===== config.mk =====
export PLATFORM = sky130hd
export DESIGN_NAME = occ_front
export DESIGN_NICKNAME = d
export VERILOG_FILES = /design/src/occ_pkg.sv /design/src/occ_front.sv
export SDC_FILE = /design/constraint.sdc
export NUM_CORES = 1
export LEC_CHECK = 0
export BUFFER_PORTS_ARGS = -buffer_cell sky130_fd_sc_hd__buf_2
export CORE_MARGIN = 2
export CORE_UTILIZATION = 30
export CTS_CLUSTER_SIZE = 8
export DETAILED_ROUTE_END_ITERATION = 8
export PLACE_DENSITY = 0.44
export SLEW_MARGIN = 10
export SYNTH_ARGS = -nofsm -noshare
export SYNTH_HDL_FRONTEND = slang
export SYNTH_SLANG_ARGS = --single-unit

===== constraint.sdc =====
create_clock -name clk_i -period 2.5 [get_ports clk_i]
set_input_delay 0.5 -clock clk_i [delete_from_list [all_inputs] [get_ports clk_i]]
set_output_delay 0.5 -clock clk_i [all_outputs]
set_load 0.1 [all_outputs]

===== src/occ_pkg.sv =====
// ----------------------------------------------------------------------------
// Cosine centroid clusterer package
// Shared types and constants: commands, results, divider handshake, engine
// state encoding and configuration register indexes.
// ----------------------------------------------------------------------------
package occ_pkg;

  localparam int unsigned FQ_DEPTH = 4;
  localparam int unsigned FQ_PTR_W = $clog2(FQ_DEPTH);
  localparam int unsigned DIV_W    = 32;
  localparam int unsigned SEG_W    = 32;

  localparam logic [0:0] REG_THRESHOLD = 1'b0;
  localparam logic [0:0] REG_CAP       = 1'b1;

  localparam logic [15:0] THR_RESET = 16'h4000;
  localparam logic [15:0] SIM_MIN   = 16'h8000;
  localparam logic [15:0] SIM_MAX   = 16'h7fff;

  typedef enum logic [1:0] {
    CMD_ELEM,
    CMD_FINAL,
    CMD_CLEAR
  } cmd_e;

  typedef struct packed {
    cmd_e        op;
    logic [15:0] value;
  } cmd_t;

  typedef struct packed {
    logic [3:0]  speaker_index;
    logic        new_speaker;
    logic [15:0] best_similarity;
  } res_t;

  typedef struct packed {
    logic             start;
    logic [DIV_W-1:0] dividend;
    logic [DIV_W-1:0] divisor;
  } div_req_t;

  typedef struct packed {
    logic             busy;
    logic             done;
    logic [DIV_W-1:0] quotient;
  } div_rsp_t;

  typedef enum logic [4:0] {
    S_IDLE,
    S_SC_RD,
    S_SC_MUL,
    S_SC_ACC,
    S_SC_END,
    S_DECIDE,
    S_EMIT,
    S_CP_RD,
    S_CP_WR,
    S_CNT_RD,
    S_CNT_WR,
    S_MN_RD,
    S_MN_SUB,
    S_MN_DIV,
    S_MN_WR,
    S_MN_SQ,
    S_SQ_CHK,
    S_SQRT,
    S_NM_RD,
    S_NM_SUB,
    S_NM_DIV,
    S_NM_WR
  } eng_state_e;

endpackage


===== src/occ_front.sv =====
// ----------------------------------------------------------------------------
// Clusterer front end
// Accepts input items, turns each into an element, final-element or clear
// command and holds the commands in a short queue for the engine.
// ----------------------------------------------------------------------------
module occ_front (
  input  logic          clk_i,
  input  logic          rst_ni,
  input  logic          push_i,
  output logic          full_o,
  input  logic          kind_i,
  input  logic [15:0]   element_value_i,
  input  logic          last_element_i,
  output occ_pkg::cmd_t cmd_o,
  output logic          cmd_valid_o,
  input  logic          cmd_pop_i
);

  occ_pkg::cmd_t                   fifo_q [occ_pkg::FQ_DEPTH];
  logic [occ_pkg::FQ_PTR_W-1:0]    wr_ptr_q, rd_ptr_q;
  logic [occ_pkg::FQ_PTR_W:0]      fill_q;
  occ_pkg::cmd_t                   in_cmd;
  logic                            push_ok, pop_ok;

  always_comb begin
    in_cmd.value = element_value_i;
    if (kind_i) begin
      in_cmd.op = occ_pkg::CMD_CLEAR;
    end else if (last_element_i) begin
      in_cmd.op = occ_pkg::CMD_FINAL;
    end else begin
      in_cmd.op = occ_pkg::CMD_ELEM;
    end
  end

  assign full_o      = (fill_q == (occ_pkg::FQ_PTR_W+1)'(occ_pkg::FQ_DEPTH));
  assign cmd_valid_o = (fill_q != '0);
  assign push_ok     = push_i && !full_o;
  assign pop_ok      = cmd_pop_i && cmd_valid_o;
  assign cmd_o       = fifo_q[rd_ptr_q];

  always_ff @(posedge clk_i) begin
    if (push_ok) begin
      fifo_q[wr_ptr_q] <= in_cmd;
    end
  end

  always_ff @(posedge clk_i or negedge rst_ni) begin
    if (!rst_ni) begin
      wr_ptr_q <= '0;
      rd_ptr_q <= '0;
      fill_q   <= '0;
    end else begin
      if (push_ok) begin
        wr_ptr_q <= wr_ptr_q + 1'b1;
      end
      if (pop_ok) begin
        rd_ptr_q <= rd_ptr_q + 1'b1;
      end
      if (push_ok && !pop_ok) begin
        fill_q <= fill_q + 1'b1;
      end else if (pop_ok && !push_ok) begin
        fill_q <= fill_q - 1'b1;
      end
    end
  end

endmodule


# == Word-level counts from Yosys, hierarchy flattened ==
# Memories as Yosys holds them, arrays and structs flattened.
# Index checks and enable logic that the tools add are counted.
# word_totals
word_cells,24
in_bits,22
mem_bits_rw,72
ff_bits,7
output_inout_bits,20
memories,1
# op_classes
n_reduce_logical,9
eq_ne,1
addsub,4
mux,6
# mem_list
name,depth,word_bits,rd,rd_clocked_by_memory_dff,write_ports,line,text
fifo_q,4,18,1,0,1,occ_front.sv:19,occ_pkg::cmd_t fifo_q [occ_pkg::FQ_DEPTH];
# ops
operator,count
3-bit two-way mux,2
"2-bit by 1-bit adder with 2-bit output, second input constant",2
1-bit logical AND,4
"3-bit by 1-bit adder with 3-bit output, second input constant",1
"3-bit equality test, second input constant",1
1-bit logical NOT,3
1-bit two-way mux,3
3-bit nonzero test,1
"3-bit by 1-bit subtractor with 3-bit output, second input constant",1
2-bit two-way mux,1
2-bit nonzero test,1

# == Longest topological paths before layout ==
# Gate-level depths: netlist (run 1).
# depth
ltp_word,7
ltp_mapped,9
mapped_depth_nobuf,8

# == Worst setup path after synthesis (run 1) ==
# OpenSTA, ideal clock, no wires.
# synth_timing
path_type,flip-flop to flip-flop
startpoint,register fill_q[0] (netlist bit)
endpoint,register fill_q[1] (netlist bit)
n_path_buf,1
period_less_slack_ns,2.630
slack_ns,-0.130
t_required_ns,2.375
t_arrival_ns,2.506
stages_incl_launch_ff,8
setup_ns,0.125
path_cell_list,dfrtp_1 -> nor3b_4 -> nor2b_2 -> buf_6 -> ha_1 -> inv_1 -> fa_1 -> mux2_2
# synth_between
elab_chain_len,6
elab_cells_between_ends,14
cone_classes,add/sub: 2; eq/ne: 1; mux: 2; reduce/logical: 9
# synth_lines
item,line,text
start: declaration,occ_front.sv:21,logic [occ_pkg::FQ_PTR_W:0] fill_q;
start signal: assignment,occ_front.sv:61,fill_q <= fill_q + 1'b1;
start signal: assignment,occ_front.sv:63,fill_q <= fill_q - 1'b1;
3-bit equality test (*),occ_front.sv:36,assign full_o = (fill_q == (occ_pkg::FQ_PTR_W+1)'(occ_pkg::FQ_DEPTH));
via full_o,occ_front.sv:10,"output logic full_o,"
1-bit logical NOT (*),occ_front.sv:38,assign push_ok = push_i && !full_o;
1-bit logical AND (*),occ_front.sv:38,
via push_ok,occ_front.sv:23,"logic push_ok, pop_ok;"
1-bit logical NOT,occ_front.sv:62,end else if (pop_ok && !push_ok) begin
1-bit logical AND,occ_front.sv:62,
2-bit nonzero test (no line),--,
# The timed path passes the listed nets; every way through them passes the cells marked *. The select of a mux whose other input is x is not followed.
# A chain may end at the register's enable or synchronous reset.

==> results of run 1 <==
==> logic make-up after synthesis <==
group / Yosys count / synth area share
xor+xnor: 6 / 0.0173
fa+ha+maj: 6 / 0.0272
buf+inv: 8 / 0.0148
flops: 79 / 0.770
mux: 20 / 0.142
simple gates: 11 / 0.0288
==> placed cells by master (no fill, tap or decap), drive strengths merged, types with 2 or more instances in the layout <==
cell type	synthesis	routed
and2	4	4
buf	5	43
clkbuf	0	11
dfrtp	7	7
edfxtp	72	72
ha	5	5
inv	3	3
mux2	2	2
mux4	18	18
nor2b	2	2
xnor2	4	4
xor2	2	2
==> layout make-up <==
cell class,instances,area [µm²],share of cell area
sequential,79,2340,0.658
multi-input combinational,43,667,0.188
timing repair buffer,44,230,0.0647
tap,133,166,0.0468
clock buffer,11,131,0.0369
clock inverter,2,11.3,0.00317
inverter,3,11.3,0.00317
==> sequential cells by signal, summed over array words and instances, names as in the netlist <==
| register | count |
|---|---|
| rd_ptr_q | 2 |
| wr_ptr_q | 2 |
| fifo_q | 72 |
| fill_q | 3 |
==> what timing repair did <==
| item | in CTS | in global routing |
|---|---|---|
| resized for setup | 1 | 0 |
| buffers inserted | 0 | 0 |
| hold endpoints to repair | 7 | 0 |
| hold buffers | 1 | 0 |
| endpoints found under the setup margin | 18 | 0 |
==> layer usage <==
layer / global-route usage / wire (µm) / up-vias
li1: - / - / 618
met1: 0.111 / 2180 / 703
met2: 0.193 / 2940 / 36
met3: 0.0499 / 274 / 4
met4: 0.0371 / 52 / 0
met5: 0 / 0 / -
==> final timing paths <==
check | end | from | cells after the start | slack [ps]
setup / recovery | cmd_o[12] | rd_ptr_q[0]$_DFFE_PN0P_ | 3 | 190
hold / removal | fifo_q[3][14]$_DFFE_PP_ | element_value_i[14] | 1 | 380
setup reg to reg | fill_q[2]$_DFFE_PN0P_ | fill_q[0]$_DFFE_PN0P_ | 8 | 420
hold reg to reg | fill_q[2]$_DFFE_PN0P_ | fill_q[2]$_DFFE_PN0P_ | 1 | 510
max in group asynchronous | rd_ptr_q[1]$_DFFE_PN0P_ | rst_ni | 2 | 1780
min in group asynchronous | wr_ptr_q[1]$_DFFE_PN0P_ | rst_ni | 2 | 540
==> through the flow <==
step	setup WS (ps)	TNS [ps]	std cells	hold slack [ps]	util
6_report	186	0	315	378	0.362
2_1_floorplan	-36.1	-36.1	130	204	-
4_1_cts	135	0	315	357	0.362
3_3_place_gp	185	0	301	346	0.346
3_5_place_dp	175	0	301	351	0.346
5_1_grt	46.9	0	315	357	0.362
==> flow_metrics.tcl, run 1 <==
set metrics [dict create \
    dieArea_um2 10900 \
    max-slew-margin-rel 0.633 \
    netlist_top_cells_count "72 x edfxtp_1, 18 x mux4_2, 7 x dfrtp_1, 5 x ha_1" \
    critPathBufInv 2 \
    syn_to_final_growth_pct 17.1 \
    drt_iter0_markers 28 \
    cts-root-buf "clkbuf_8" \
    critPathMaxStageDelay_ps 550 \
    ys.flop_type "edfxtp_1" \
    status "complete, no violations" \
    final_nets 208 \
    tightest_slew_ps 550 \
    setup_viol 0 \
    wirelength_mm 5.44 \
    grt_first_pass_wirelength_mm 8.56 \
    synth_cell_types 21 \
    cts_tree "done" \
    drv_slew 0 \
    core_um2 9820 \
    synthTopCellsByArea "edfxtp_1 71%, mux4_2 13%, dfrtp_1 5.8%" \
    path_delay_family "buffers and inverters" \
    grt_max_degree 20 \
    syn_area_um2 3040 \
    rsz0062_at_grt "no" \
    wire_per_inst_um 17.3 \
    synth_most_common_cell "edfxtp_1" \
    hold_violations 0 \
    gp_congestion 0.735 \
    cp_data_arrival_time_ps 1810 \
    drc 0 \
    clock-skew-final_ps 6.27 \
    portBuffers 41 \
    grt_pass1_vias 1602 \
    path_clk_slew_ps 70 \
    hpwl_mm 3.44 \
    diodes 0 \
    required_ps 2000 \
    grt_remaining_overflow 0 \
    antenna_found_initial 0 \
    vias 1361 \
    synth-edff-count 72 \
    grt_usage 0.108 \
    start_kind "flop" \
    path_class "flop to primary output" \
    syn_inst 130 \
    drt_pass1_iterations 4 \
    ys_warn_count 0 \
    ys_ff_latch 79 \
    finalCriticalPeriod_ps 2310 \
    die_height_um 105 \
    cts-buffers-inserted 9 \
    synth_area_per_cell_um2 23.4 \
    max_freq_ghz 0.432 \
    path_cells "buf_4, mux4_2, buf_2" \
    slowest_stage "mux4_2" \
    yosysTopAreaCell "edfxtp_1" \
    rows 36 \
    stdcell_area_um2 3560 \
    place_area_um2 3400 \
    fill_cells 935 \
    postSynth.asyncResetShare 0.0886 \
    drive_above_1_share 0.456 \
    worst-path-max-fanout 12 \
    hp-class "input pin to flop" \
    clk_path_buf_depth 2 \
    clk_latency_ps 340 \
    ios 42 \
    htreeDepth 3 \
    yosysSeqAreaShare 0.770 \
    die_w_um 105 \
    synth_top_area_share 0.712 \
    viasPerCell 4.32 \
    end_kind "primary output" \
    start_util 0.309 \
    syn_nets 158 \
    cap_violations 0 \
    ant_nets 0 \
    cts_num_sinks 79 \
    fin_crit_sh 0.926 \
]
Power of run 1 is left out: the tool's default activity adds up to more than one toggle a clock period on the data nets, which glitch-free logic cannot reach.
==> run 2, diff against run 1 <==
--- a/config.mk
+++ b/config.mk
@@ -11,6 +11,7 @@
 export CTS_CLUSTER_SIZE = 8
 export DETAILED_ROUTE_END_ITERATION = 8
 export PLACE_DENSITY = 0.44
+export RECOVER_POWER = 100
 export SLEW_MARGIN = 10
 export SYNTH_ARGS = -nofsm -noshare
 export SYNTH_HDL_FRONTEND = slang
==> flow_metrics.tcl, run 2 (synthesized netlist as in run 1, its figures left out) <==
set metrics [dict create \
    worst-path-max-fanout 19 \
    path_class "flop to primary output" \
    ant_nets 0 \
    core_um2 9820 \
    antenna_found_initial 0 \
    grt_usage 0.108 \
    portBuffers 41 \
    start_util 0.309 \
    drt_iter0_markers 33 \
    rsz0062_at_grt "no" \
    max_freq_ghz 0.426 \
    die_height_um 105 \
    cts_tree "done" \
    setup_tns_ps 0 \
    fill_cells 951 \
    grt_remaining_overflow 0 \
    ios 42 \
    final_nets 208 \
    clk_path_buf_depth 2 \
    hpwl_mm 3.44 \
    viasPerCell 4.35 \
    htreeDepth 3 \
    largest_reg_flops 72 \
    vias 1371 \
    final_cell_mix "72 x edfxtp_1, 20 x clkbuf_1, 18 x mux4_2" \
    cp_data_arrival_time_ps 1850 \
    hp-class "input pin to flop" \
    end_kind "primary output" \
    die_w_um 105 \
    stdcell_count 315 \
    path_clk_slew_ps 70 \
    cap_violations 0 \
    largest_registers "fifo_q: 72 flops, fill_q: 3 flops" \
    rows 36 \
    clk_latency_ps 340 \
    cts-buffers-inserted 9 \
    syn_to_final_growth_pct 15.6 \
    cts_num_sinks 79 \
    dieArea_um2 10900 \
    fin_util 0.358 \
    postCtsSetupRepairBufs 0 \
    setup_viol 0 \
    clock-skew-final_ps 6.26 \
    tightest_slew_ps 611 \
    grt_first_pass_wirelength_mm 8.56 \
    regMostFlops "fifo_q" \
    diodes 0 \
    wire_per_inst_um 17.3 \
    grt_pass1_vias 1602 \
    start_kind "flop" \
    final_common_cell "edfxtp_1" \
    cts-root-buf "clkbuf_8" \
    drv_slew 0 \
    finalCriticalPeriod_ps 2350 \
    wirelength_mm 5.45 \
    drc 0 \
    status "complete, no violations" \
    fin_crit_sh 0.939 \
    placed_cells 301 \
    grt_max_degree 20 \
    drt_pass1_iterations 3 \
    hold_violations 0 \
    gp_congestion 0.735 \
    drive_above_1_share 0.330 \
    required_ps 2000 \
    max-slew-margin-rel 0.592 \
]
-- run 2: path summary, 6_finish.rpt --
path | from | endpoint | slack [ps] | cells past startpoint
min in group asynchronous | rst_ni | wr_ptr_q[1]$_DFFE_PN0P_ | 610 | 2
max in group asynchronous | rst_ni | rd_ptr_q[1]$_DFFE_PN0P_ | 1560 | 2
hold / removal | element_value_i[14] | fifo_q[3][14]$_DFFE_PP_ | 420 | 1
setup reg to reg | fill_q[2]$_DFFE_PN0P_ | fill_q[2]$_DFFE_PN0P_ | 300 | 8
hold reg to reg | fill_q[2]$_DFFE_PN0P_ | fill_q[2]$_DFFE_PN0P_ | 490 | 1
setup / recovery | rd_ptr_q[1]$_DFFE_PN0P_ | cmd_o[7] | 150 | 2
-- run 2: what timing repair did --
item	CTS	global route
hold buffers	1	0
endpoints found under the hold margin	7	0
gates resized for setup	1	0
setup endpoints to repair	18	0
-- run 2: critical path, stage by stage (launching register included) --
cell	delay (ps)
dfrtp_2	710
mux4_2	410
clkbuf_2	390
-- run 2: routing by layer --
metal,routed length [µm],global-route usage,vias up
met5,0,0,-
met4,52,0.0371,0
met3,289,0.0499,4
met2,2960,0.193,39
met1,2150,0.111,710
li1,-,-,618
-- run 2: layout make-up --
type                    count  area (µm²)  share of cell area
flip-flops and latches     79        2340               0.666
multi-input cells          43         644               0.184
repair buffers             44         208              0.0592
well taps                 133         166              0.0474
clock buffers              11         131              0.0374
clock inverters             2        11.3             0.00321
inverters                   3        11.3             0.00321
-- run 2: per-stage QoR --
step	setup WS [ps]	instance area (µm²)	hold slack, ps
6_report	153	3510	424
3_5_place_dp	175	3400	351
3_3_place_gp	185	3400	346
4_1_cts	135	3560	357
2_1_floorplan	-36.1	3050	204
5_1_grt	46.9	3510	415
Power of run 2 is left out for the same reason.
